--- config.mk ---
export PLATFORM = sky130hd
export DESIGN_NAME = ssis_cfg_regs_flat
export DESIGN_NICKNAME = d
export VERILOG_FILES = /design/src/rtl/ssis_pkg.sv /design/src/rtl/ssis_if.sv /design/src/rtl/ssis_cfg_regs.sv /design/src/flat_wrapper.sv
export SDC_FILE = /design/constraint.sdc
export NUM_CORES = 1
export LEC_CHECK = 0
export ABC_AREA = 1
export BUFFER_PORTS_ARGS = -buffer_cell sky130_fd_sc_hd__buf_2
export CORE_MARGIN = 1.5
export CORE_UTILIZATION = 38
export DETAILED_ROUTE_END_ITERATION = 6
export PLACE_DENSITY = 0.66
export SKIP_CTS_REPAIR_TIMING = 1
export SYNTH_ARGS = -nofsm -noshare
export SYNTH_HDL_FRONTEND = slang
export SYNTH_SLANG_ARGS = --single-unit
--- constraint.sdc ---
create_clock -name clk_i -period 1.2 [get_ports clk_i]
set_input_delay 0.06 -clock clk_i [delete_from_list [all_inputs] [get_ports clk_i]]
set_output_delay 0.06 -clock clk_i [all_outputs]
set_load 0.02 [all_outputs]
--- src/rtl/ssis_pkg.sv ---
// ssis_pkg: widths, register codes, pipeline structs and the saturation helper
// for the segment slope/intercept stream unit.
// No dependencies; every other file in rtl/ imports it.
package ssis_pkg;

  localparam int unsigned MAX_LENGTH = 4096;
  localparam int unsigned MIN_LENGTH = 2;

  localparam int unsigned LEN_W = $clog2(MAX_LENGTH + 1);
  localparam int unsigned IDX_W = $clog2(MAX_LENGTH);

  localparam int unsigned SMP_W  = 24;
  localparam int unsigned D_W    = SMP_W + 1;
  localparam int unsigned SEG_W  = 12;
  localparam int unsigned COEF_W = 37;
  localparam int unsigned DIFF_W = 38;
  localparam int unsigned TAG_W  = 8;
  localparam int unsigned WLEN_W = 13;

  // Working width for products plus one add, never below the saturation range.
  localparam int unsigned WIDE_W = (SMP_W + LEN_W + 3 > COEF_W + 1) ?
                                   (SMP_W + LEN_W + 3) : (COEF_W + 1);

  localparam int unsigned CFG_IDX_W  = 8;
  localparam int unsigned CFG_DATA_W = 13;

  localparam logic [CFG_IDX_W-1:0] REG_WAVE_LENGTH  = CFG_IDX_W'(0);
  localparam logic [CFG_IDX_W-1:0] REG_WAVEFORM_TAG = CFG_IDX_W'(1);

  localparam logic [WLEN_W-1:0] WAVE_LENGTH_RST  = WLEN_W'(2048);
  localparam logic [TAG_W-1:0]  WAVEFORM_TAG_RST = TAG_W'(0);

  // Result buffer: one final sample pushes up to three results at once.
  localparam int unsigned MAX_RES   = 3;
  localparam int unsigned NRES_W    = 2;
  localparam int unsigned RES_DEPTH = 4;
  localparam int unsigned RES_PTR_W = 2;
  localparam int unsigned RES_CNT_W = 3;

  localparam logic signed [COEF_W-1:0] COEF_MAX = {1'b0, {(COEF_W-1){1'b1}}};
  localparam logic signed [COEF_W-1:0] COEF_MIN = {1'b1, {(COEF_W-1){1'b0}}};

  typedef struct packed {
    logic [LEN_W-1:0] len;
    logic [TAG_W-1:0] tag;
  } cfg_t;

  typedef struct packed {
    logic signed [SMP_W-1:0] y;
    logic signed [SMP_W-1:0] y0;
    logic signed [SMP_W-1:0] fv;
    logic [IDX_W-1:0]        k;
    logic [LEN_W-1:0]        len;
    logic                    is_final;
    logic [TAG_W-1:0]        tag;
  } seg_work_t;

  typedef struct packed {
    logic signed [COEF_W-1:0] m;
    logic signed [COEF_W-1:0] q;
    logic signed [COEF_W-1:0] mw;
    logic signed [COEF_W-1:0] qw;
    logic [IDX_W-1:0]         k;
    logic                     emit_prev;
    logic                     is_final;
    logic [TAG_W-1:0]         tag;
  } seg_coef_t;

  typedef struct packed {
    logic [SEG_W-1:0]         segment_index;
    logic signed [COEF_W-1:0] slope;
    logic signed [COEF_W-1:0] intercept;
    logic signed [DIFF_W-1:0] slope_diff;
    logic signed [DIFF_W-1:0] intercept_diff;
    logic [TAG_W-1:0]         tag;
    logic                     last;
  } result_t;

  function automatic logic signed [COEF_W-1:0] sat_coef(
    input logic signed [WIDE_W-1:0] v
  );
    logic signed [WIDE_W-1:0] hi;
    logic signed [WIDE_W-1:0] lo;
    hi = WIDE_W'(COEF_MAX);
    lo = WIDE_W'(COEF_MIN);
    if (v > hi) begin
      return COEF_MAX;
    end else if (v < lo) begin
      return COEF_MIN;
    end
    return COEF_W'(v);
  endfunction

endpackage

--- src/rtl/ssis_if.sv ---


interface ssis_cfg_if import ssis_pkg::*; ();
  logic                  valid;
  logic                  ready;
  logic [CFG_IDX_W-1:0]  index;
  logic [CFG_DATA_W-1:0] data;

  modport source (output valid, output index, output data, input ready);
  modport sink   (input valid, input index, input data, output ready);
endinterface

--- src/rtl/ssis_cfg_regs.sv ---
// ssis_cfg_regs: wave_length and waveform_tag registers, with length clamping.
// Depends on ssis_pkg and ssis_cfg_if.
module ssis_cfg_regs import ssis_pkg::*; (
  input  logic            clk_i,
  input  logic            rst_ni,
  ssis_cfg_if.sink        cfg_i,
  output cfg_t            cfg_o
);

  logic [WLEN_W-1:0] wave_length_q;
  logic [TAG_W-1:0]  tag_q;

  assign cfg_i.ready = 1'b1;

  always_ff @(posedge clk_i or negedge rst_ni) begin
    if (!rst_ni) begin
      wave_length_q <= WAVE_LENGTH_RST;
      tag_q         <= WAVEFORM_TAG_RST;
    end else if (cfg_i.valid) begin
      unique case (cfg_i.index)
        REG_WAVE_LENGTH:  wave_length_q <= WLEN_W'(cfg_i.data);
        REG_WAVEFORM_TAG: tag_q         <= TAG_W'(cfg_i.data);
        default: ;
      endcase
    end
  end

  // Clamp the effective length to [MIN_LENGTH, MAX_LENGTH].
  always_comb begin
    if (32'(wave_length_q) < MIN_LENGTH) begin
      cfg_o.len = LEN_W'(MIN_LENGTH);
    end else if (32'(wave_length_q) > MAX_LENGTH) begin
      cfg_o.len = LEN_W'(MAX_LENGTH);
    end else begin
      cfg_o.len = LEN_W'(wave_length_q);
    end
    cfg_o.tag = tag_q;
  end

endmodule

--- src/flat_wrapper.sv ---
// flat-port wrapper written by rule: the top's interface ports become plain ports
module ssis_cfg_regs_flat import ssis_pkg::*;
  (clk_i, rst_ni, cfg_o, cfg_i_valid, cfg_i_index, cfg_i_data, cfg_i_ready);
  ssis_cfg_if cfg_i_i ();
  input  logic clk_i;
  input  logic rst_ni;
  output cfg_t cfg_o;
  input wire logic [$bits(cfg_i_i.valid)-1:0] cfg_i_valid;
  input wire logic [$bits(cfg_i_i.index)-1:0] cfg_i_index;
  input wire logic [$bits(cfg_i_i.data)-1:0] cfg_i_data;
  output wire logic [$bits(cfg_i_i.ready)-1:0] cfg_i_ready;
  assign cfg_i_i.valid = cfg_i_valid;
  assign cfg_i_i.index = cfg_i_index;
  assign cfg_i_i.data = cfg_i_data;
  assign cfg_i_ready = cfg_i_i.ready;
  ssis_cfg_regs u_core (.clk_i(clk_i), .rst_ni(rst_ni), .cfg_i(cfg_i_i), .cfg_o(cfg_o));
endmodule
======== Yosys cells after proc, flatten, opt, wreduce, memory -nomap -nowiden ========
Index checks and enable logic that the tools add are counted.
storage, ports and cells
  flip-flop bits (word level) ............. 21
  bits of input ports ..................... 24
operators by class
  reduce and logical (&&, ||, !) cells .... 3
  order comparisons ....................... 2
  equal/unequal tests ..................... 1
  muxes and demuxes ....................... 2
operators by type and width
  operator                                                                number
  13-bit 2-to-1 mux                                                       2
  13-bit > comparator (second input constant)                             1
  13-bit by 2-bit < comparator with 1-bit output (second input constant)  1
  8-bit by 1-bit equality test with 1-bit output (second input constant)  1
  8-bit zero test                                                         1
  2-bit AND reduction                                                     2

======== Depth between registers and ports, before layout ========
Gate-level depths: netlist of run 1.
  word-level depth ........................ 3
  gate-level depth with buffers ........... 8
  mapped depth without buffers ............ 7

======== Worst setup path before layout of run 1 ========
No wires, ideal clock.
  path kind ............................... reg-to-output
  start point ............................. reg u_core.wave_length_q[5]
  end point ............................... out cfg_o[10] in the netlist's numbering
  stages on the path, launching flop included .. 6
  data required time ...................... 1140 ps
  arrival ................................. 1309 ps
  setup slack ............................. -169 ps
  path buffers ............................ 0
  cell sequence ........................... dfrtp_1 > nor2_1 > nand2_1 > nor2_1 > nand2_1 > a21boi_0
RTL lines
  item                      line                 text
  start: declaration        ssis_cfg_regs.sv:10  logic [WLEN_W-1:0] wave_length_q;
  start signal: assignment  ssis_cfg_regs.sv:21  REG_WAVE_LENGTH: wave_length_q <= WLEN_W'(cfg_i.data);
  end: declaration          flat_wrapper.sv:7    output cfg_t cfg_o;

==> metrics.txt, run 1 <==
status complete, but fails checks; failing checks hold timing, setup timing; vias in the first global route 1131; Worst Setup SP u_core.wave_length_q[3]; post-DP HPWL between 2000 and 2500 microns; largest cells by area after synthesis dfrtp_1, nand2_1, o21ai_2; utilization after layout 57.6%; # setup viols final 11; hold-critical path depth 3; Core Box Area 2780 sq um; Non-Filler Instances about 230; dpl cells ~220; leading area contributor after synthesis dfrtp_1; share of layout cells above drive strength 1 between 40 and 50%; DR vias/cell a little under 5; Final Slew Violations 0; RSZ-0062 raised after global routing true; clk buf depth 2; clk_lat worst skew approximately 0.30 ns; initial DRC count 42; syn nets ~160; initial core utilization around 40%; final hold vios 3; f_max between 600 and 700 MHz; max incr delay on CP approximately 0.40 ns; Detail Route Antenna Nets 0; post-synth top area share about 45%; R2R Path End u_core.wave_length_q[12]; first-pass GRT wire length around 4700 microns; slowest cell on the critical path dfrtp_1; total global-route track usage a little under a fifth; Area Growth Syn to Fin 43.7%; Seq/Total Area, Yosys a little under half; worst min-delay path class input pin to flip-flop; Max rail drop VDD 0.000778 V; EDFF count, synth 0; Row Count 19; synthesis-stage register bit count 21; Final Cycle Share 132%; Worst Setup Path Type flip-flop to primary output; Power Density ~980 nW/um^2; crit path capture type primary output; max_cap viols 0; cells on worst reg2reg path 3; routed wire length approximately 2700 microns; DRT Pass-1 Iters 5; Stages on worst setup path 6; initial antenna violation count 0; TritonCTS clock tree yes; Die H between 50 and 60 microns; root buffer cell clkbuf_4; Die X roughly 57 microns; nets around 230; Most used DFF post-synth dfrtp_1; PnR worst setup slack -0.386 ns; drt drc 0; flop2flop setup slack about 0.35 ns; Die ar. approximately 3300 sq um; Power, Total around 1600 uW; ANT cells 0; Mapped Cells 140; clock skew 0 ns; total CTS buffers 3; pin count of the biggest net entering global routing 22; mapped cell area 1110 sq um; count of cell types in the netlist 18; Reg clk slew, reported paths 0.12 ns; FFs w/ async S/R, synth between 90% and 100%; CP arrival 1.53 ns; Tmin final 1.59 ns; CP cell instances nor2_1, nand2_1, nor2_4, nand2_2, a21boi_1, buf_4; most frequent cell after synthesis nand2_1; routability cong. slightly above 0.8; top cells by count, synth nand2_1, dfrtp_1, inv_1; CP top delay family simple AND/OR/NAND/NOR gates; GRT overflow 0; Avg Synthesized Cell Area roughly 8.0 sq um; worst-path maximum fanout 5; CTS sink cnt 21; H-tree Lvls 1; WL/cell ~12 microns; number of port buffers 44; Critical R2R Launch u_core.wave_length_q[12]; Leak Pwr approximately 0.00095 uW; Critical Path Source Type flip-flop; Critical Path RT approximately 1.1 ns; Hold Slack -0.0129 ns; CP bufs+invs 1; pre-CTS WS -0.168 ns; worst setup path endpoint cfg_o[15]; Ys Warns 0; IO Pins between 40 and 50; Via Count around 1100
-- how the worst min path moves through the flow --
| stage | slack (ns) | start | end |
|---|---|---|---|
| after floorplan | -0.24 | rst_ni | u_core.tag_q[0] |
| after global placement | 0.04 | rst_ni | u_core.wave_length_q[9] |
| after detailed placement | 0.05 | rst_ni | u_core.wave_length_q[9] |
| after CTS | -0.30 | rst_ni | u_core.wave_length_q[10] |
| after global routing | 0.001 | cfg_i_data[2] | u_core.tag_q[2] |
| final | -0.01 | cfg_i_data[9] | u_core.wave_length_q[9] |
-- layout by cell type (no fill, tap or decap), types with 6 or more instances in the layout --
master	instances
buf_2	33
buf_4	18
dfrtp_1	19
dlygate4sd3_1	6
inv_1	17
nand2_1	44
nand3_1	13
nor2_1	8
o21ai_2	8
-- state kept, by name, indices dropped and copies added (netlist names) --
signal	count
u_core.tag_q	8
u_core.wave_length_q	13
-- final cells by class --
| cell class | count | area, sq um |
|---|---|---|
| Multi-Input combinational cell | 95 | 523 |
| Clock buffer | 3 | 22.5 |
| Fill cell | 274 | 1180 |
| Inverter | 18 | 67.6 |
| Timing Repair Buffer | 62 | 417 |
| Tap cell | 31 | 38.8 |
| Sequential cell | 21 | 528 |
| Clock inverter | 1 | 5.00 |
-- where the power goes --
group	total (uW)	internal (uW)	switching [uW]	leakage (uW)
logic	456	192	264	0.000652
registers	765	742	22.9	0.000285
clock network	346	124	221	0.0000177
total	1570	1060	508	0.000955
-- cell families (layout without fill, tap and decap cells) --
| family | Yosys count | in the layout | synth area share, % |
|---|---|---|---|
| simple gates | 76 | 77 | 29.4 |
| buf+inv | 25 | 84 | 10.7 |
| flops | 21 | 21 | 47.3 |
| compound gates | 17 | 17 | 12.3 |
| other cells | 1 | 1 | 0.336 |
-- tightest hold or removal path, cell delays in order --
cell and delay, ns:
buf_2 0.07, nand3_1 0.06, nand2_1 0.07
-- stage by stage --
step	cell area [sq um]	setup TNS [ns]
6_report	1600	-3.87
5_1_grt	1600	-5.12
4_1_cts	1430	-5.32
3_5_place_dp	1410	-1.35
3_3_place_gp	1410	-0.924
2_1_floorplan	1110	-0.378
-- metal layers --
metal	vias up	track usage, %	share of wire [%]
met4	0	6.64	0.95
met2	43	31.7	49
li1	550	-	-
met1	524	22.6	44
met3	4	3.40	5.9
met5	-	0	0
Power figures use the tool's default switching activity.
==> run 2, diff against run 1 <==
Settings changed: SKIP_CTS_REPAIR_TIMING 1 to default.
==> run 2 against run 1 <==
  * The run ends with setup timing left
  * Cell count up 3.9%
  * Sequential power about the same
  * First-iteration DRC count rose by 4.8%
  * Global-route usage rose by 1.0 points
  * Register-to-register slack got worse by 0.02 ns
  * Clock-buffer cell count is the same
  * Die area is the same
  * Worst hold slack better by 0.015 ns
  * Non-clock buffer count rose by 9
  * Clock power about the same
  * Critical path type unchanged
  * Largest cell class is now multi-input combinational cells
==> metrics.txt, run 2 (synthesis gave the netlist of run 1 again) <==
nets 234; pre-CTS WS -0.168 ns; WL/cell between 10 and 15 microns; TritonCTS clock tree yes; RSZ-0062 raised after global routing true; PnR worst setup slack -0.389 ns; max FFs per register 13; Critical Path Source Type flip-flop; pin count of the biggest net entering global routing 22; worst-path maximum fanout 5; Reg with most FFs u_core.wave_length_q; root buffer cell clkbuf_4; Die X 57.2 microns; H-tree Lvls 1; clock skew 0 ns; IO Pins between 40 and 50; Non-Filler Instances between 200 and 250; Min-Delay Endpoint u_core.wave_length_q[6]; hold path startpoint cfg_i_data[6]; R2R Path End u_core.wave_length_q[12]; post-DP HPWL 2060 microns; CP arrival 1.53 ns; dpl cells 219; Leak Pwr around 0.0010 uW; most common cell after layout, fill and taps aside nand2_1; Final Slew Violations 0; worst min-delay path class input pin to flip-flop; initial antenna violation count 0; number of port buffers 44; slowest cell on the critical path dfrtp_1; Detail Route Antenna Nets 0; utilization after layout approximately three fifths; total CTS buffers 3; DR vias/cell 4.80; GRT overflow 0; # setup viols final 12; routed wire length between 2000 and 3000 microns; Total Neg Setup Slack -3.94 ns; failing checks setup timing; max_cap viols 0; Area Growth Syn to Fin 54.2%; Critical Path RT about 1.1 ns; ANT cells 0; Core Box Area 2780 sq um; Regs by FF count u_core.wave_length_q (13), u_core.tag_q (8); Critical R2R Launch u_core.wave_length_q[12]; share of layout cells above drive strength 1 43.5%; crit path capture type primary output; cells on worst reg2reg path 3; routability cong. 0.806; Reg clk slew, reported paths between 0.1 and 0.15 ns; final hold vios 0; status complete, but fails checks; initial core utilization about two fifths; flop2flop setup slack 0.33 ns; Via Count roughly 1200; Power Density 939 nW/um^2; first-pass GRT wire length 5040 microns; total global-route track usage approximately a fifth; Die H around 57 microns; Worst Setup Path Type flip-flop to primary output; Final Cycle Share 132%; max incr delay on CP 0.40 ns; Row Count 19; most frequent cells in the layout nand2_1, buf_2, buf_4; clk_lat worst skew approximately 0.3 ns; f_max between 600 and 700 MHz; Tmin final about 1.6 ns; CP cell instances nor2_1, nand2_1, nor2_4, nand2_2, a21boi_1, buf_4; hold-critical path depth 3; DRT Pass-1 Iters 4; vias in the first global route 1226; CTS sink cnt 21; initial DRC count 44; Die ar. 3270 sq um; drt drc 0; Max rail drop VDD about 0.00080 V; clk buf depth 2; Hold Slack 0.00194 ns
-- run 2: cell count changes in the layout (fill, tap and decap cells not counted), sizes merged --
cell,change
buf,+2
dlygate4sd3,+6
clkbuf,+1
-- run 2: layout make-up --
cell class / instances / area, sq um
clock buffers: 3 / 22.5
clock inverters: 1 / 5.00
fillers: 256 / 1060
inverters: 18 / 67.6
multi-input cells: 95 / 531
flip-flops and latches: 21 / 528
well taps: 31 / 38.8
repair buffers: 71 / 527
-- run 2: routing by layer --
metal | part of all wire [%] | routed length [microns] | GRT usage [%] | vias up
met5 | 0 | 0 | 0 | -
met4 | 1.5 | 42 | 7.64 | 0
met1 | 43 | 1250 | 22.8 | 544
li1 | - | - | - | 566
met2 | 51 | 1460 | 34.6 | 37
met3 | 4.8 | 139 | 3.40 | 6
-- run 2: repair_timing --
| item | in CTS | in global routing |
|---|---|---|
| endpoints found under the hold margin | 35 | 0 |
| setup buffers | 2 | 1 |
| cloned | 1 | 1 |
| resized for setup | 22 | 15 |
| setup endpoints to repair | 12 | 12 |
| hold buffers | 12 | 0 |
| pin swaps | 2 | 3 |
-- run 2: power by group --
group / internal [uW] / switching, uW
Sequential: 742 / 22.8
Combinational: 228 / 275
Clock: 124 / 222
-- run 2: critical path: cells and delay by family (launching register included) --
kind,cells,cell delay [ns]
AO/OA/AOI/OAI,1,0.16
buffers and inverters,1,0.16
flip-flops,1,0.40
AND/OR/NAND/NOR,4,0.50
-- run 2: worst max path at each step --
stage                             startpoint   endpoint  slack, ns
finish               u_core.wave_length_q[3]  cfg_o[15]      -0.39
global route         u_core.wave_length_q[3]   cfg_o[8]      -0.47
CTS                  u_core.wave_length_q[9]  cfg_o[16]      -0.38
detailed placement  u_core.wave_length_q[11]   cfg_o[9]      -0.17
global placement    u_core.wave_length_q[11]   cfg_o[9]      -0.14
floorplan            u_core.wave_length_q[5]  cfg_o[10]      -0.04
-- run 2: per-stage QoR --
| step | area (sq um) | total power, uW |
|---|---|---|
| 6_report | 1720 | 1610 |
| 5_1_grt | 1720 | 1700 |
| 4_1_cts | 1640 | 1570 |
| 3_5_place_dp | 1410 | 1130 |
| 3_3_place_gp | 1410 | 1120 |
| 2_1_floorplan | 1110 | 973 |
