<file path="config.mk">
export PLATFORM = sky130hd
export DESIGN_NAME = ssis_emit
export DESIGN_NICKNAME = d
export VERILOG_FILES = /design/src/rtl/ssis_pkg.sv /design/src/rtl/ssis_emit.sv
export SDC_FILE = /design/constraint.sdc
export NUM_CORES = 1
export LEC_CHECK = 0
export BUFFER_PORTS_ARGS = -buffer_cell sky130_fd_sc_hd__buf_4
export CAP_MARGIN = 20
export CORE_AREA = 10 10 262 264
export DETAILED_ROUTE_END_ITERATION = 16
export DIE_AREA = 0 0 272 274
export GPL_ROUTABILITY_DRIVEN = 0
export PLACE_DENSITY_LB_ADDON = 0.08
export SLEW_MARGIN = 0
export SYNTH_ARGS = -nofsm -noshare
export SYNTH_HDL_FRONTEND = slang
export SYNTH_SLANG_ARGS = --single-unit
</file>
<file path="constraint.sdc">
create_clock -name clk_i -period 20.1 [get_ports clk_i]
set_clock_uncertainty 0.2 [all_clocks]
set_input_delay 4.02 -clock clk_i [delete_from_list [all_inputs] [get_ports clk_i]]
set_output_delay 4.02 -clock clk_i [all_outputs]
set_load 0.02 [all_outputs]
</file>
<file path="src/rtl/ssis_pkg.sv">
// ssis_pkg: widths, register codes, pipeline structs and the saturation helper
// for the segment slope/intercept stream unit.
// No dependencies; every other file in rtl/ imports it.
package ssis_pkg;

  localparam int unsigned MAX_LENGTH = 4096;
  localparam int unsigned MIN_LENGTH = 2;

  localparam int unsigned LEN_W = $clog2(MAX_LENGTH + 1);
  localparam int unsigned IDX_W = $clog2(MAX_LENGTH);

  localparam int unsigned SMP_W  = 24;
  localparam int unsigned D_W    = SMP_W + 1;
  localparam int unsigned SEG_W  = 12;
  localparam int unsigned COEF_W = 37;
  localparam int unsigned DIFF_W = 38;
  localparam int unsigned TAG_W  = 8;
  localparam int unsigned WLEN_W = 13;

  // Working width for products plus one add, never below the saturation range.
  localparam int unsigned WIDE_W = (SMP_W + LEN_W + 3 > COEF_W + 1) ?
                                   (SMP_W + LEN_W + 3) : (COEF_W + 1);

  localparam int unsigned CFG_IDX_W  = 8;
  localparam int unsigned CFG_DATA_W = 13;

  localparam logic [CFG_IDX_W-1:0] REG_WAVE_LENGTH  = CFG_IDX_W'(0);
  localparam logic [CFG_IDX_W-1:0] REG_WAVEFORM_TAG = CFG_IDX_W'(1);

  localparam logic [WLEN_W-1:0] WAVE_LENGTH_RST  = WLEN_W'(2048);
  localparam logic [TAG_W-1:0]  WAVEFORM_TAG_RST = TAG_W'(0);

  // Result buffer: one final sample pushes up to three results at once.
  localparam int unsigned MAX_RES   = 3;
  localparam int unsigned NRES_W    = 2;
  localparam int unsigned RES_DEPTH = 4;
  localparam int unsigned RES_PTR_W = 2;
  localparam int unsigned RES_CNT_W = 3;

  localparam logic signed [COEF_W-1:0] COEF_MAX = {1'b0, {(COEF_W-1){1'b1}}};
  localparam logic signed [COEF_W-1:0] COEF_MIN = {1'b1, {(COEF_W-1){1'b0}}};

  typedef struct packed {
    logic [LEN_W-1:0] len;
    logic [TAG_W-1:0] tag;
  } cfg_t;

  typedef struct packed {
    logic signed [SMP_W-1:0] y;
    logic signed [SMP_W-1:0] y0;
    logic signed [SMP_W-1:0] fv;
    logic [IDX_W-1:0]        k;
    logic [LEN_W-1:0]        len;
    logic                    is_final;
    logic [TAG_W-1:0]        tag;
  } seg_work_t;

  typedef struct packed {
    logic signed [COEF_W-1:0] m;
    logic signed [COEF_W-1:0] q;
    logic signed [COEF_W-1:0] mw;
    logic signed [COEF_W-1:0] qw;
    logic [IDX_W-1:0]         k;
    logic                     emit_prev;
    logic                     is_final;
    logic [TAG_W-1:0]         tag;
  } seg_coef_t;

  typedef struct packed {
    logic [SEG_W-1:0]         segment_index;
    logic signed [COEF_W-1:0] slope;
    logic signed [COEF_W-1:0] intercept;
    logic signed [DIFF_W-1:0] slope_diff;
    logic signed [DIFF_W-1:0] intercept_diff;
    logic [TAG_W-1:0]         tag;
    logic                     last;
  } result_t;

  function automatic logic signed [COEF_W-1:0] sat_coef(
    input logic signed [WIDE_W-1:0] v
  );
    logic signed [WIDE_W-1:0] hi;
    logic signed [WIDE_W-1:0] lo;
    hi = WIDE_W'(COEF_MAX);
    lo = WIDE_W'(COEF_MIN);
    if (v > hi) begin
      return COEF_MAX;
    end else if (v < lo) begin
      return COEF_MIN;
    end
    return COEF_W'(v);
  endfunction

endpackage

</file>
<file path="src/rtl/ssis_emit.sv">
// ssis_emit: pending and first-segment coefficient store; assembles the results
// one segment step produces, with their cyclic differences.
// Depends on ssis_pkg.
module ssis_emit import ssis_pkg::*; (
  input  logic              clk_i,
  input  seg_coef_t         coef_i,
  input  logic              coef_valid_i,
  input  logic [RES_CNT_W-1:0] free_i,
  output logic              fire_o,
  output logic [NRES_W-1:0] push_n_o,
  output result_t           slot_o [MAX_RES]
);

  logic signed [COEF_W-1:0] pend_m_q;
  logic signed [COEF_W-1:0] pend_q_q;
  logic signed [COEF_W-1:0] first_m_q;
  logic signed [COEF_W-1:0] first_q_q;

  logic signed [COEF_W-1:0] fs;
  logic signed [COEF_W-1:0] fi;
  logic [NRES_W-1:0]        n;
  result_t                  r_prev;
  result_t                  r_close;
  result_t                  r_wrap;

  always_comb begin
    n = NRES_W'(coef_i.emit_prev) + (coef_i.is_final ? NRES_W'(2) : '0);

    // The second sample closes the segment that opens the waveform: its coefficients are the first.
    fs = coef_i.emit_prev ? first_m_q : coef_i.m;
    fi = coef_i.emit_prev ? first_q_q : coef_i.q;

    r_prev.segment_index  = SEG_W'(coef_i.k - IDX_W'(2));
    r_prev.slope          = pend_m_q;
    r_prev.intercept      = pend_q_q;
    r_prev.slope_diff     = DIFF_W'(coef_i.m) - DIFF_W'(pend_m_q);
    r_prev.intercept_diff = DIFF_W'(coef_i.q) - DIFF_W'(pend_q_q);
    r_prev.tag            = coef_i.tag;
    r_prev.last           = 1'b0;

    r_close.segment_index  = SEG_W'(coef_i.k - IDX_W'(1));
    r_close.slope          = coef_i.m;
    r_close.intercept      = coef_i.q;
    r_close.slope_diff     = DIFF_W'(coef_i.mw) - DIFF_W'(coef_i.m);
    r_close.intercept_diff = DIFF_W'(coef_i.qw) - DIFF_W'(coef_i.q);
    r_close.tag            = coef_i.tag;
    r_close.last           = 1'b0;

    r_wrap.segment_index  = SEG_W'(coef_i.k);
    r_wrap.slope          = coef_i.mw;
    r_wrap.intercept      = coef_i.qw;
    r_wrap.slope_diff     = DIFF_W'(fs) - DIFF_W'(coef_i.mw);
    r_wrap.intercept_diff = DIFF_W'(fi) - DIFF_W'(coef_i.qw);
    r_wrap.tag            = coef_i.tag;
    r_wrap.last           = 1'b1;

    // Pack in emission order.
    slot_o[0] = coef_i.emit_prev ? r_prev : r_close;
    slot_o[1] = coef_i.emit_prev ? r_close : r_wrap;
    slot_o[2] = r_wrap;
  end

  assign fire_o   = coef_valid_i && (RES_CNT_W'(n) <= free_i);
  assign push_n_o = fire_o ? n : '0;

  always_ff @(posedge clk_i) begin
    if (fire_o) begin
      pend_m_q <= coef_i.m;
      pend_q_q <= coef_i.q;
      if (!coef_i.emit_prev) begin
        first_m_q <= coef_i.m;
        first_q_q <= coef_i.q;
      end
    end
  end

endmodule

</file>
======== Word-level counts from Yosys, hierarchy flattened ========
Index checks and enable logic that the tools add are counted.
cells by class
  magnitude comparators ................... 1
  mux-type cells .......................... 6
  divide/modulo/power cells ............... 0
  multipliers ............................. 0
  shift operators ......................... 0
  reductions and logical operators ........ 1
  $add $sub $neg .......................... 9
  bitwise operators ....................... 0
  equality and inequality tests ........... 0
operator list
  cell                                                number
  two-way mux 171 bit                                 2
  subtractor 37 x 37 -> 38 bit                        6
  two-way mux 37 bit                                  2
  subtractor 12 x 1 -> 12 bit, second input constant  1
  subtractor 12 x 2 -> 12 bit, second input constant  1
  two-way mux 2 bit                                   2
  <= comparator 2 x 3 -> 1 bit                        1
  adder 1 x 2 -> 2 bit                                1
  logical AND 1 bit                                   1
storage, ports and cells
  output and inout port bits .............. 516
  memory bits (writable) .................. 0
  bits in read-only memories .............. 0
  memories ................................ 0
  latch bits .............................. 0
  flip-flop bits (word level) ............. 148

======== Depth between registers and ports, before layout ========
Gate-level depths: netlist of the first run.
  word-level depth ........................ 5
  gate-level depth with buffers ........... 18

======== Worst setup path after synthesis of the first run ========
Ideal clock, no wire load.
  path kind ............................... in2out
  start ................................... in coef_i[9] in the netlist's numbering
  end ..................................... out fire_o
  stages .................................. 9
  buffers on the path ..................... 3
  data arrival time ....................... 8.631 ns
  required time ........................... 15.880 ns
  setup slack ............................. 7.249 ns
  cells stage by stage .................... inv_1 clkbuf_1 buf_1 buf_1 ha_1 nor2b_1 o21ai_0 nand2_1 inv_1
between the ends
  longest elaborated chain between the ends .. 3
ends and longest elaborated chain
  element                       line             text
  from (decl)                   ssis_emit.sv:6   input seg_coef_t coef_i,
  adder 1 x 2 -> 2 bit          ssis_emit.sv:27  n = NRES_W'(coef_i.emit_prev) + (coef_i.is_final ? NRES_W'(2) : '0);
  <= comparator 2 x 3 -> 1 bit  ssis_emit.sv:63  assign fire_o = coef_valid_i && (RES_CNT_W'(n) <= free_i);
  logical AND 1 bit             ssis_emit.sv:63
  to (decl)                     ssis_emit.sv:9   output logic fire_o,
Every way passes these cells.

==> results of run 1 <==
worst max path at each step:
stage | to | from | cells past startpoint
global route | slot_o[251] | coef_i[9] | 17
global placement | slot_o[251] | coef_i[9] | 17
detailed placement | slot_o[253] | coef_i[9] | 17
finish | slot_o[251] | coef_i[9] | 17
CTS | slot_o[253] | coef_i[9] | 17
floorplan | fire_o | coef_i[9] | 9
power by group through the flow:
stage / Clock, uW / Combinational (uW) / Sequential, uW
after floorplan: 0 / 805 / 391
after global placement: 0 / 1320 / 389
after detailed placement: 0 / 1320 / 390
after CTS: 368 / 1330 / 383
after global routing: 376 / 1420 / 386
final: 356 / 1330 / 383
logic make-up after synthesis:
family / count (synthesis) / synth area share [%]
AND/OR/NAND/NOR: 877 / 17.4
AO/OA/AOI/OAI: 861 / 25.0
buffers and inverters: 490 / 10.5
adder cells (fa/ha/maj): 233 / 13.7
XOR/XNOR: 208 / 8.43
flip-flops: 148 / 20.6
multiplexers: 85 / 4.34
other: 2 / 0.0348
critical path: stages:
cell	delay [ns]
buf_8	0.19
inv_6	0.55
buf_4	0.71
buf_4	0.71
nand2_1	0.17
nand2_1	0.14
ha_1	0.24
nand4_1	0.22
o41ai_1	0.48
nor2_1	0.07
a31oi_1	0.43
a21oi_2	0.22
o21ai_0	0.30
a31oi_1	0.15
xnor2_1	0.17
mux2_2	0.27
buf_4	0.16
metrics by stage:
step,std cells,setup slack [ns],instance area [um2]
CTS,4242,6.52,27100
floorplan,2904,7.25,21600
detailed placement,4211,6.55,26500
global route,4242,6.00,27100
global placement,4211,6.59,26500
finish,4242,6.47,27100
cells in the mapped netlist, drive strengths merged (7+ instances only):
cell type	n	area, um2
nand2	519	1950
o21ai	293	1480
inv	277	1040
ha	227	2840
a21oi	219	1100
edfxtp	148	4440
nor2	148	556
xnor2	129	1130
buf	123	887
a21o	104	781
clkbuf	90	342
xor2	79	692
mux2	70	788
nand3	47	235
o21a	35	263
o21bai	32	244
a211oi	28	210
nor2b	28	175
nor3	28	140
nand2b	27	169
a31oi	23	165
and3	23	144
o211ai	19	143
nand4	17	106
mux2i	15	150
o31ai	13	113
a211o	9	78.8
a2111oi	8	108
a21boi	7	52.6
a41oi	7	61.3
and2	7	43.8
o2111ai	7	61.3
o31a	7	62.6
or3	7	43.8
layout make-up:
type	instances	area [um2]	area share (%)
repair buffers	665	5010	18.5
flip-flops and latches	148	4440	16.4
inverters	277	1050	3.88
well taps	855	1070	3.95
multi-input cells	2266	14900	55.0
clock inverters	13	185	0.684
clock buffers	18	429	1.58
flip-flops by register name, indices dropped and copies added (netlist names):
name	flops
pend_q_q	37
pend_m_q	37
first_m_q	37
first_q_q	37
layer usage:
| layer | global-route usage (%) | up-vias | share of wire, % |
|---|---|---|---|
| li1 | - | 11000 | - |
| met1 | 28.8 | 10900 | 41 |
| met2 | 43.6 | 829 | 50 |
| met3 | 4.73 | 111 | 6.0 |
| met4 | 6.77 | 2 | 2.3 |
| met5 | 0 | - | 0.0094 |
==> metrics.md, run 1 <==
| Metric | Value |
|---|---|
| Num ports | 691 |
| WHS Endpoint | first_m_q[13] |
| Total Neg Setup Slack | 0 ns |
| Die height | 274 um |
| Most frequent cells in the layout | buf_4 (663), nand2_1 (519), o21ai_0 (279) |
| Final-layout fill cell count | 6612 |
| Post_cts resized | 0 |
| Hold/Removal Path Class | flop to flop |
| Arrival @ worst endpoint | 9.41 ns |
| Cells after synthesis | 2904 |
| Fmax | 73.4 MHz |
| Top FF cell, synth | edfxtp_1 |
| Hold_buf cts | 0 |
| Final hold vios | 0 |
| Slew margin rel. | 35.9% |
| Post-DP HPWL | 79700 um |
| Tmin final | 13.63 ns |
| Startpoint Class | primary input |
| Status | finished clean |
| Total number of vias | 22800 |
| Total CTS buffers | 17 |
| Total internal power | 1090 uW |
| IO buf count | 656 |
| Drt via density | 5.39 |
| Skew-Pair Late Insertion Delay | 0.48 ns |
| H-tree depth | 4 |
| DRT iter0 DRCs | 1759 |
| Max_cap viols | 0 |
| CTS clock-pin slew for the worst setup and hold paths | 0.06 ns |
| Worst r2r src | first_q_q[0] |
| Share of post-route cells with drive strength above 1 | 23.5% |
| All-Layer GR Usage | 24.2% |
| Rows | 93 |
| Layout area overhead | 25.4% |
| Register-to-register setup slack | 19.03 ns |
| Final core occ | 42.6% |
| Flop pwr share | 18.5% |
| Period utilization | 67.8% |
| Crit Path Max Fanout | 98 |
| Register-to-Register Path Depth | 3 |
| Most common cell after layout, fill and taps aside | buf_4 |
| CTS tree | built |
| Synth async-reset ratio | 0% |
| Post-synth cell types | 84 |
| RSZ-0062 raised after global routing | no |
| Hold Path Depth | 2 |
| Worst-margin pin slew | 0.951 ns |
| YS warnings | 0 |
| Die span in x | 272 um |
| Mapped Avg Cell Area | 7.44 um2 |
| Congestion Overflow GR | 0 |
| Final setup fails | 0 |
| Antenna violations before repair | 2 |
| Final max-slew violation count | 0 |
| Syn Nets | 3312 |
| Pin count of the biggest net entering global routing | 138 |
| Gate power share | 64.3% |
| First-pass GRT wire length | 140000 um |
| Final nets | 3783 |
| Routed len/inst | 22.5 um |
| Drc violations | 0 |
| CP required | 15.88 ns |
| Part of the Yosys area used for sequential elements | 20.6% |
| Synthesis-stage register bit count | 148 |
| Clk sinks | 148 |
| Critical path endpoint category | output pin |
| Core box area | 63600 um2 |
| Worst reg2reg path endpoint | first_q_q[0] |
| PD cells | 76.4 nW/um2 |
| Power Total | 2070 uW |
| Cell area after synthesis | 21600 um2 |
| Final WL | 95600 um |
| Die Area | 74500 um2 |
| Maximum vdd drop | 0.0000690 V |
| P_leak | 0.0133 uW |
| CP Class | primary input to output pin |
| Power share of the clock group | 17.2% |
| Number of global-route vias before repair | 22600 |
| EDFF count, synth | 148 |
| Psw | 979 uW |
| Fin Hold WS | 0.350 ns |
| Ant. Diodes | 0 |
| Antenna Violating Nets Remaining | 0 |
| Worst Hold Launch | first_m_q[13] |
| Initial Util | 33.9% |
| Setup bufs post-CTS | 0 |
| Sw Share | 47.3% |
| Clock tree buffer depth | 2 |
| First drt pass iteration count | 5 |
| CTS root buf | clkbuf_16 |
Power figures use the tool's default switching activity.
==> run 2, diff against run 1 <==
- clock period: 20.1 -> 14.1 ns (I/O delays scaled with it)
==> metrics.md, run 2 (synthesis gave the netlist of run 1 again) <==
| Metric | Value |
|---|---|
| Status | finished clean |
| Post-DP HPWL | 79300 um |
| Startpoint Class | primary input |
| Total number of vias | 22700 |
| RSZ-0062 raised after global routing | no |
| Maximum vdd drop | 0.0000998 V |
| Crit path launch | coef_i[9] |
| Drc violations | 0 |
| DR WL met2 | 47400 um |
| Core box area | 63600 um2 |
| Worst reg2reg path endpoint | first_q_q[0] |
| Post-Layout Cell Count | 4244 |
| Period utilization | 74.6% |
| Fmax | 95.0 MHz |
| Die span in x | 272 um |
| DR WL met3 | 5720 um |
| Antenna violations before repair | 2 |
| Drt via density | 5.35 |
| Share of post-route cells with drive strength above 1 | 23.4% |
| CTS tree | built |
| Setup bufs post-CTS | 0 |
| Register-to-Register Path Depth | 3 |
| Final-layout fill cell count | 6638 |
| Number of global-route vias before repair | 22800 |
| P_leak | 0.0133 uW |
| Total Neg Setup Slack | 0 ns |
| Register-to-register setup slack | 13.02 ns |
| Routed len/inst | 22.3 um |
| Max_cap viols | 0 |
| Clock tree buffer depth | 2 |
| First drt pass iteration count | 5 |
| Dpl ws | 3.53 ns |
| IO buf count | 656 |
| Die Area | 74500 um2 |
| CP required | 11.08 ns |
| PnR worst setup slack | 3.58 ns |
| Dpl cells | 4211 |
| Power Total | 2890 uW |
| Pin count of the biggest net entering global routing | 162 |
| Layout area overhead | 25.0% |
| Congestion Overflow GR | 0 |
| Register Area | 4440 um2 |
| Hold/Removal Path Class | flop to flop |
| Most common cell after layout, fill and taps aside | buf_4 |
| Final setup fails | 0 |
| Tmin final | 10.52 ns |
| Most frequent cells in the layout | buf_4 (663), nand2_1 (519), o21ai_0 (279) |
| Die height | 274 um |
| Antenna Violating Nets Remaining | 0 |
| Final nets | 3783 |
| Final hold vios | 0 |
| Rows | 93 |
| DRT iter0 DRCs | 1612 |
| Slew margin rel. | 31.4% |
| CTS clock-pin slew for the worst setup and hold paths | 0.05 ns |
| Hold_buf cts | 0 |
| First-pass GRT wire length | 140000 um |
| Total CTS buffers | 17 |
| All-Layer GR Usage | 24.2% |
| Final WL | 94700 um |
| Final max-slew violation count | 0 |
| Highest metal layer with signal wires | met5 |
| Clk sinks | 148 |
| Worst-margin pin slew | 1.02 ns |
| Crit Path Max Fanout | 161 |
| Skew-Pair Late Insertion Delay | 0.48 ns |
| Num ports | 691 |
| Initial Util | 33.9% |
| Critical path endpoint category | output pin |
| PD cells | 107 nW/um2 |
| CP Class | primary input to output pin |
| Setup crit end | slot_o[251] |
| CTS root buf | clkbuf_16 |
| Post_cts resized | 0 |
| Worst r2r src | first_q_q[0] |
| H-tree depth | 4 |
| WL met1 | 39100 um |
| Multi-input logic area | 14900 um2 |
| Arrival @ worst endpoint | 7.50 ns |
## run 2: changes by cell type in the layout (fill, tap and decap cells not counted)
cell | previous run | this run
clkinvlp_4 | 4 | 5
clkbuf_1 | 1 | 0
clkinv_1 | 1 | 5
diode_2 | 0 | 1
bufinv_16 | 4 | 1
clkinv_2 | 1 | 2
inv_6 | 2 | 4
clkinv_4 | 3 | 0
## run 2: worst max-delay path: stages
cell and delay [ns]:
buf_8 0.30, buf_4 0.75, buf_12 0.50, nand2_1 0.11, nand2_1 0.13, ha_1 0.22, nand4_1 0.26, o41ai_1 0.54
nor2_1 0.08, a31oi_1 0.41, a21oi_2 0.20, o21ai_0 0.30, a31oi_1 0.15, xnor2_1 0.17, mux2_2 0.27, buf_4 0.16
## run 2: area by class of cell
type                    count  share of cell area, %
inverters                 277                   3.89
clock inverters            15                  0.422
clock buffers              17                   1.57
multi-input cells        2266                   55.1
well taps                 855                   3.96
flip-flops and latches    148                   16.5
repair buffers            665                   18.6
diodes                      1                0.00926
## run 2: per-layer routing
metal	global-route usage, %	up-vias
met5	0	-
met4	7.37	2
met3	4.92	121
met2	42.9	783
met1	29.1	10700
li1	-	11000
## run 2: worst min-delay path by stage
stage	startpoint	end	slack, ns	cells past startpoint
CTS	first_m_q[17]	first_m_q[17]	0.36	2
global placement	first_q_q[7]	first_q_q[7]	0.34	2
finish	first_m_q[17]	first_m_q[17]	0.35	2
floorplan	first_m_q[26]	first_m_q[26]	0.32	2
global route	first_q_q[17]	first_q_q[17]	0.37	2
detailed placement	first_m_q[18]	first_m_q[18]	0.34	2
## run 2: where the power goes
group	switching (uW)	total [uW]	internal (uW)
logic	1170	1890	723
clock network	212	451	239
registers	9.81	546	536
total	1390	2890	1500
## run 2: stage by stage
stage / hold WS (ns) / area (um2) / util, %
after floorplan: 0.319 / 21600 / -
after global placement: 0.335 / 26500 / 41.6
after detailed placement: 0.340 / 26500 / 41.6
after CTS: 0.356 / 27000 / 42.4
after global routing: 0.372 / 27000 / 42.4
final: 0.351 / 27000 / 42.4
